**src/rtl/txc_pkg.sv**
```systemverilog
// ============================================================================
// txc_pkg
// Shared types and codes for the text console writer: item structs, operation
// codes, character codes and the controller to datapath command and status.
// ============================================================================
package txc_pkg;

    localparam int OP_W     = 2;
    localparam int CHAR_W   = 8;
    localparam int COLOR_W  = 8;
    localparam int IDX_W    = 11;
    localparam int POS_W    = 11;

    localparam logic [OP_W-1:0] OP_PUT   = 2'd0;
    localparam logic [OP_W-1:0] OP_CLEAR = 2'd1;
    localparam logic [OP_W-1:0] OP_READ  = 2'd2;

    localparam logic [CHAR_W-1:0] NEWLINE_CODE = 8'd10;
    localparam logic [CHAR_W-1:0] BLANK_CODE   = 8'd32;

    localparam logic [COLOR_W-1:0] COLOR_RESET = 8'd7;

    // memory write source
    localparam logic [1:0] WR_NONE  = 2'd0;
    localparam logic [1:0] WR_CHAR  = 2'd1;
    localparam logic [1:0] WR_BLANK = 2'd2;
    localparam logic [1:0] WR_COPY  = 2'd3;

    // memory read address source
    localparam logic [1:0] RD_NONE     = 2'd0;
    localparam logic [1:0] RD_IDX      = 2'd1;
    localparam logic [1:0] RD_SRC      = 2'd2;
    localparam logic [1:0] RD_SRC_NEXT = 2'd3;

    typedef struct packed {
        logic [OP_W-1:0]   operation;
        logic [CHAR_W-1:0] char_code;
        logic [IDX_W-1:0]  cell_index;
    } txc_in_t;

    typedef struct packed {
        logic [POS_W-1:0]   cursor_position;
        logic [CHAR_W-1:0]  read_char;
        logic [COLOR_W-1:0] read_color;
    } txc_out_t;

    typedef struct packed {
        logic       load;
        logic       cur_home;
        logic       cur_newline;
        logic       cur_advance;
        logic       ptr_clear;
        logic       ptr_inc;
        logic [1:0] wr_sel;
        logic [1:0] rd_sel;
        logic       result;
        logic       take_read;
    } txc_cmd_t;

    typedef struct packed {
        logic [OP_W-1:0] operation;
        logic            is_newline;
        logic            wrap_pending;
        logic            last_row;
        logic            idx_valid;
        logic            last_copy;
        logic            last_cell;
    } txc_stat_t;

endpackage

```
**src/rtl/txc_ctrl.sv**
```systemverilog
// ============================================================================
// txc_ctrl
// Controller state machine: decodes each item and sequences cursor updates,
// screen clear, scroll copy and fill, cell reads and the result strobe.
// ============================================================================
module txc_ctrl (
    input  logic                clk,
    input  logic                rst_n,
    input  logic                start,
    output logic                busy,
    input  txc_pkg::txc_stat_t  st,
    output txc_pkg::txc_cmd_t   cmd
);
    import txc_pkg::*;

    localparam logic [3:0] S_IDLE        = 4'd0;
    localparam logic [3:0] S_DECODE      = 4'd1;
    localparam logic [3:0] S_WRITE       = 4'd2;
    localparam logic [3:0] S_CLEAR       = 4'd3;
    localparam logic [3:0] S_SCROLL_PRIME = 4'd4;
    localparam logic [3:0] S_SCROLL_COPY = 4'd5;
    localparam logic [3:0] S_SCROLL_FILL = 4'd6;
    localparam logic [3:0] S_READ_WAIT   = 4'd7;
    localparam logic [3:0] S_RESULT      = 4'd8;

    logic [3:0] state_reg;
    logic [3:0] state_next;

    always_comb
    begin
        cmd        = '0;
        state_next = state_reg;
        case (state_reg)
            S_IDLE:
            begin
                if (start)
                begin
                    cmd.load   = 1'b1;
                    state_next = S_DECODE;
                end
            end
            S_DECODE:
            begin
                case (st.operation)
                    OP_PUT:
                    begin
                        if (st.is_newline || st.wrap_pending)
                        begin
                            cmd.cur_newline = 1'b1;
                            if (st.last_row)
                            begin
                                cmd.ptr_clear = 1'b1;
                                state_next    = S_SCROLL_PRIME;
                            end
                            else if (st.is_newline)
                            begin
                                state_next = S_RESULT;
                            end
                            else
                            begin
                                state_next = S_WRITE;
                            end
                        end
                        else
                        begin
                            cmd.wr_sel      = WR_CHAR;
                            cmd.cur_advance = 1'b1;
                            state_next      = S_RESULT;
                        end
                    end
                    OP_CLEAR:
                    begin
                        cmd.ptr_clear = 1'b1;
                        state_next    = S_CLEAR;
                    end
                    OP_READ:
                    begin
                        if (st.idx_valid)
                        begin
                            cmd.rd_sel = RD_IDX;
                            state_next = S_READ_WAIT;
                        end
                        else
                        begin
                            state_next = S_RESULT;
                        end
                    end
                    default:
                    begin
                        state_next = S_RESULT;
                    end
                endcase
            end
            S_WRITE:
            begin
                cmd.wr_sel      = WR_CHAR;
                cmd.cur_advance = 1'b1;
                state_next      = S_RESULT;
            end
            S_CLEAR:
            begin
                cmd.wr_sel  = WR_BLANK;
                cmd.ptr_inc = 1'b1;
                if (st.last_cell)
                begin
                    cmd.cur_home = 1'b1;
                    state_next   = S_RESULT;
                end
            end
            S_SCROLL_PRIME:
            begin
                cmd.rd_sel = RD_SRC;
                state_next = S_SCROLL_COPY;
            end
            S_SCROLL_COPY:
            begin
                cmd.wr_sel  = WR_COPY;
                cmd.ptr_inc = 1'b1;
                if (st.last_copy)
                begin
                    state_next = S_SCROLL_FILL;
                end
                else
                begin
                    cmd.rd_sel = RD_SRC_NEXT;
                end
            end
            S_SCROLL_FILL:
            begin
                cmd.wr_sel  = WR_BLANK;
                cmd.ptr_inc = 1'b1;
                if (st.last_cell)
                begin
                    state_next = st.is_newline ? S_RESULT : S_WRITE;
                end
            end
            S_READ_WAIT:
            begin
                cmd.result    = 1'b1;
                cmd.take_read = 1'b1;
                state_next    = S_IDLE;
            end
            S_RESULT:
            begin
                cmd.result = 1'b1;
                state_next = S_IDLE;
            end
            default:
            begin
                state_next = S_IDLE;
            end
        endcase
    end

    always_ff @(posedge clk or negedge rst_n)
    begin
        if (!rst_n)
        begin
            state_reg <= S_IDLE;
        end
        else
        begin
            state_reg <= state_next;
        end
    end

    assign busy = (state_reg != S_IDLE);

    a_accept_busy: assert property (@(posedge clk) disable iff (!rst_n)
        (start && !busy) |=> busy)
        else $error("accepted item did not raise busy");

    a_char_no_wrap: assert property (@(posedge clk) disable iff (!rst_n)
        (cmd.wr_sel == WR_CHAR) |-> !st.wrap_pending)
        else $error("character written past end of row");

endmodule

```
**config.mk**
```make
export PLATFORM = sky130hd
export DESIGN_NAME = txc_ctrl
export DESIGN_NICKNAME = d
export VERILOG_FILES = /design/src/rtl/txc_pkg.sv /design/src/rtl/txc_ctrl.sv
export SDC_FILE = /design/constraint.sdc
export NUM_CORES = 1
export LEC_CHECK = 0
export ABC_AREA = 1
export BUFFER_PORTS_ARGS = -buffer_cell sky130_fd_sc_hd__buf_2
export CAP_MARGIN = 20
export CELL_PAD_IN_SITES_DETAIL_PLACEMENT = 1
export CELL_PAD_IN_SITES_GLOBAL_PLACEMENT = 2
export CORE_ASPECT_RATIO = 0.75
export CORE_MARGIN = 10
export CORE_UTILIZATION = 23
export CTS_BUF_LIST = sky130_fd_sc_hd__clkbuf_4 sky130_fd_sc_hd__clkbuf_8
export DETAILED_ROUTE_END_ITERATION = 10
export PLACE_DENSITY_LB_ADDON = 0.1
export SETUP_SLACK_MARGIN = 0.2
export SYNTH_ARGS = -nofsm -noshare
export SYNTH_HDL_FRONTEND = slang
export SYNTH_SLANG_ARGS = --single-unit
```
**constraint.sdc**
```tcl
create_clock -name clk -period 1.9 [get_ports clk]
set_clock_uncertainty 0.05 [all_clocks]
set_input_delay 0.19 -clock clk [delete_from_list [all_inputs] [get_ports clk]]
set_output_delay 0.19 -clock clk [all_outputs]
set_load 0.01 [all_outputs]
```
==> results of run 1 <==
[worst min-delay path, cell delays in order]
cell     delay, ps
buf_2          100
o21ai_0         80
inv_1           50
nand2_1         40
[cells in the mapped netlist (all sizes together)]
master | instances | area share [%]
inv | 16 | 12
o21ai | 2 | 2.0
a31oi | 1 | 1.2
nor3 | 1 | 0.99
nor2 | 14 | 14
nand2 | 38 | 30
a211oi | 1 | 1.5
nor4 | 1 | 1.2
a21oi | 2 | 2.0
nand3b | 1 | 2.2
a31o | 1 | 1.7
dfrtp | 4 | 20
nand3 | 8 | 7.9
nand4 | 1 | 1.2
o21bai | 1 | 1.5
[routing by layer]
metal / vias to the layer above / GRT usage [%]
met5: - / 0
met3: 0 / 2.77
met2: 20 / 11.0
met4: 0 / 0.796
met1: 290 / 11.3
li1: 351 / -
[where the power goes]
part,total (uW),internal [uW],switching [uW]
Combinational,814,317,497
Clock,106,70.7,35.5
Sequential,213,134,79.4
Total,1130,522,612
[through the flow]
step                      util, %  total power (uW)  setup slack (ps)  instance area, um2
final                        36.8              1130               274                 753
after global placement       31.7               885               446                 649
after floorplan                 -               657               535                 504
after detailed placement     31.7               891               423                 649
after global routing         36.8              1260               161                 753
after CTS                    33.6              1030               246                 689
[logic make-up after synthesis]
family          after synthesis  share of synthesized area [%]
simple gates                 64                           58.3
buf+inv                      16                           11.9
compound gates                8                           9.93
flops                         4                           19.9
[path summary, 6_finish.rpt]
check,start,endpoint,slack (ps),cells past startpoint
max,state_reg[2],cmd[5],270,6
max reg2reg,state_reg[2],state_reg[1],460,8
min,st[0],state_reg[0],220,4
max in group asynchronous,rst_n,state_reg[0],1430,2
min in group asynchronous,rst_n,state_reg[3],240,2
min reg2reg,state_reg[2],state_reg[2],650,3
[cell type report]
| class | count | area share, % |
|---|---|---|
| clock buffers | 3 | 2.99 |
| flip-flops and latches | 4 | 13.6 |
| multi-input cells | 72 | 50.8 |
| well taps | 24 | 3.99 |
| repair buffers | 28 | 20.6 |
| inverters | 16 | 7.97 |
[cells in the final DEF, fill, tap and decap left out, types with 3 or more instances in the layout]
cell type,count
nand3_1,8
inv_1,12
clkbuf_4,3
buf_4,4
nand2_2,5
nor2_4,3
buf_2,23
nand2_1,32
nor2_1,9
inv_2,4
[repair_timing]
item | CTS | global route
endpoints found under the setup margin | 3 | 4
gates resized for setup | 2 | 9
setup buffers | 0 | 4
hold buffers | 1 | 0
hold endpoints to repair | 4 | 0
pin swaps | 0 | 3
==> metrics.txt, run 1 <==
status=completed; largest net degree at the start of global routing=8; Ports=24; H-tree depth=1; Metal-1 WL=roughly 970 um; Vias/cell=about 4.5; share of cells above drive strength 1=approximately two fifths; family with the most delay on the worst path=flip-flops; sequential area share after synthesis=between 15 and 20%; power per standard cell area=about 1500 nW/um2; crit path max-delay cell type=dfrtp_1; mapped cell area=roughly 500 um2; GP Congestion=0.701; Buf+Inv Stages, Crit Path=3; initial drt markers=20; met2 WL=around 730 um; top layer in use=met3; worst skew pair latency=240 ps; width of the die=between 70 and 80 um; clock period minus worst slack=1630 ps; starting density of the core=24.6%; Final HPWL DP=about 1500 um; routed wire length=1830 um; max reg flops=4; RSZ-0062 raised after global routing=yes; initial antenna violation count=0; critical path type=flip-flop to primary output; Synth Instances=92; vias in the first global route=654; first-pass GRT wire length=approximately 2900 um; wire per inst=12.4 um; Fmax=roughly 610 MHz; critical path fanouts, max=6; Syn-to-layout area delta=49.4%; total negative setup slack=0 ps; placed cell count=roughly 140; Port Buf Inserts=23; CP arrival=around 1400 ps; DIE AREA=4480 um2; Clock transition at path regs=40 ps; CORE AREA=between 2000 and 2500 um2; number of diodes=0; fin nets=~140; DRT Pass-1 Iters=4; Synth Register Bits=4; Sequential Area=between 100 and 150 um2; deepest clock path buffer count=2; Final Hold Fails=0; Critical Path RT=1660 ps; Final Cycle Share=85.6%; CTS root buf=clkbuf_4; Sink Count=4; max_slew headroom=between 80% and 90%; Site Rows=14; Unique masters post-synth=19; crit start category=flip-flop; Leakage=around 0.0005 uW; Tot GR Track Use=under 10%; grt ovf=0; Final Setup Violations=0; fin. max-slew vios=0; Vias=661; Die Ht=between 60 and 70 um; Worst Hold Class=input pin to flip-flop; fill cell count=approximately 290; Hold WS=approximately 220 ps; biggest cell delay along the critical path=around 420 ps; met3 routed WL=121 um; CP endpoint kind=primary output; drt drc=0; number of synthesis warnings=0; worst-path cell chain=inv_2, nor2_4, buf_4, nand2_2, nand3_1, buf_2; Detail Route Antenna Nets=0; area occupied by multi-input gates=approximately 380 um2; max-cap viol count=0; Least-Margin Pin Slew=263 ps; Avg Cell Area, Syn=5.48 um2; Syn Nets=~100; CTS tree=built; Peak VDD IR=between 600 and 700 uV; Layout Cells excl Fill=147; CTS Buf Count=3
Note: power is estimated with default switching activity, not from simulation.
==> run 2, diff against run 1 <==
- CTS_BUF_LIST: sky130_fd_sc_hd__clkbuf_4 sky130_fd_sc_hd__clkbuf_8 -> sky130_fd_sc_hd__clkbuf_2
==> run 2 against run 1 <==
Net effect: clock power is 27% lower; sequential share of layout area is 0.91 points higher; hold slack better by 31 ps; cell count is 0.68% lower; non-clock buffer count is 1 lower; core utilization is 1.9 points lower; clock-buffer cell count stayed put; setup slack better by 28 ps; die area stayed put; first-iteration DRC count is 20% lower; critical path depth stayed put; sequential power hardly changed; critical path type unchanged; largest power group unchanged.
==> metrics.txt, run 2 (same netlist as run 1, synthesis figures left out) <==
Final Hold Fails=0; deepest clock path buffer count=2; power per standard cell area=between 1000 and 1500 nW/um2; share of cells above drive strength 1=roughly 39%; final instance area=714 um2; R2R setup slack=~460 ps; CP arrival=about 1400 ps; worst reg-to-reg path cell count=8; max reg flops=4; vias in the first global route=~650; commonest non-fill, non-tap cell in the layout=nand2_1; Hold WS=~250 ps; starting density of the core=between 20% and 30%; CTS tree=built; total negative setup slack=0 ps; Port Buf Inserts=23; Peak VDD IR=roughly 560 uV; Critical Path RT=between 1500 and 2000 ps; number of diodes=0; crit start category=flip-flop; Clock transition at path regs=50 ps; CTS root buf=clkbuf_2; max_slew headroom=between 80% and 90%; RSZ-0062 raised after global routing=yes; Hold Crit Depth=4; Final Setup Violations=0; initial drt markers=16; CP endpoint kind=primary output; Reg-to-Reg Start=state_reg[2]; routed wire length=1800 um; max-cap viol count=0; largest net degree at the start of global routing=8; Ports=24; Fmax=approximately 630 MHz; H-tree depth=1; area post-placement=roughly 650 um2; fill cell count=around 290; DIE AREA=roughly 4500 um2; Vias/cell=between 4 and 5; fin nets=between 100 and 150; fin. max-slew vios=0; wire per inst=between 10 and 15 um; placed cell count=139; Least-Margin Pin Slew=~250 ps; most frequent cells in the layout=nand2_1, buf_2, inv_1, nor2_1, nand3_1; worst skew pair latency=~210 ps; Die Ht=60.6 um; Vias=~650; width of the die=around 74 um; first-pass GRT wire length=roughly 2800 um; critical path fanouts, max=6; Final Power=~1000 uW; Detail Route Antenna Nets=0; critical path type=flip-flop to primary output; DRT Pass-1 Iters=4; initial antenna violation count=0; worst reg2reg endpoint=state_reg[1]; Layout Cells excl Fill=roughly 150; Final Cycle Share=a little over four fifths; Final HPWL DP=1540 um; CORE AREA=just over 2000 um2; Syn-to-layout area delta=41.7%; Sink Count=4; hold path endpoint=state_reg[0]; Site Rows=14; Worst Hold Class=input pin to flip-flop; drt drc=0; clock period minus worst slack=between 1500 and 2000 ps; Leakage=approximately 0.00047 uW; status=completed; CTS Buf Count=3; hold_sp=st[0]; GP Congestion=0.701; grt ovf=0; Tot GR Track Use=about 7.7%
==> run 2: cell count changes in the layout (fill, tap and decap cells not counted), sizes merged <==
cell | before | now
buf | 27 | 26
==> run 2: stage by stage <==
step / worst slack (ps) / utilization [%]
after floorplan: 535 / -
after global placement: 446 / 31.7
after detailed placement: 423 / 31.7
after CTS: 215 / 33.2
after global routing: 158 / 34.9
final: 302 / 34.9
==> run 2: routing by layer <==
layer	routed length [um]	up-vias	share of wire (%)	global-route usage (%)
li1	-	348	-	-
met1	977	284	54	11.3
met3	121	0	6.7	2.77
met2	695	19	39	10.8
met5	0	-	0	0
met4	0	0	0	0.796
==> run 2: layout make-up <==
cell class | instances | area [um2] | area share, %
clock buffer | 3 | 15.0 | 2.10
inverter | 16 | 60.1 | 8.41
multi-input combinational | 72 | 358 | 50.1
sequential | 4 | 104 | 14.5
tap | 24 | 30.0 | 4.20
timing repair buffer | 27 | 148 | 20.7
==> run 2: worst max-delay path by stage <==
stage / from / end / slack [ps] / cells past startpoint
floorplan: state_reg[3] / cmd[9] / 530 / 3
global placement: state_reg[3] / cmd[4] / 450 / 6
detailed placement: state_reg[3] / cmd[4] / 420 / 6
CTS: state_reg[0] / cmd[4] / 210 / 7
global route: state_reg[2] / cmd[2] / 160 / 5
finish: state_reg[2] / cmd[5] / 300 / 6
==> run 2: timing repair <==
item,in CTS,in global routing
pin swaps,0,2
resized for setup,1,5
endpoints found under the hold margin,4,0
hold buffers,1,0
buffers inserted,0,3
endpoints found under the setup margin,1,5
==> run 2: critical path: stages, from the launching register on <==
cell and delay, ps:
dfrtp_1 410, inv_1 120, nor2_4 200, buf_4 150, nand2_2 60, nand3_1 80, buf_2 130
==> run 2: where the power goes <==
part	leakage [uW]	total [uW]	internal [uW]	switching, uW
clock network	0.0000125	77.4	42.5	35.0
logic	0.000409	755	293	462
registers	0.0000481	211	136	75.2
total	0.000470	1040	472	572
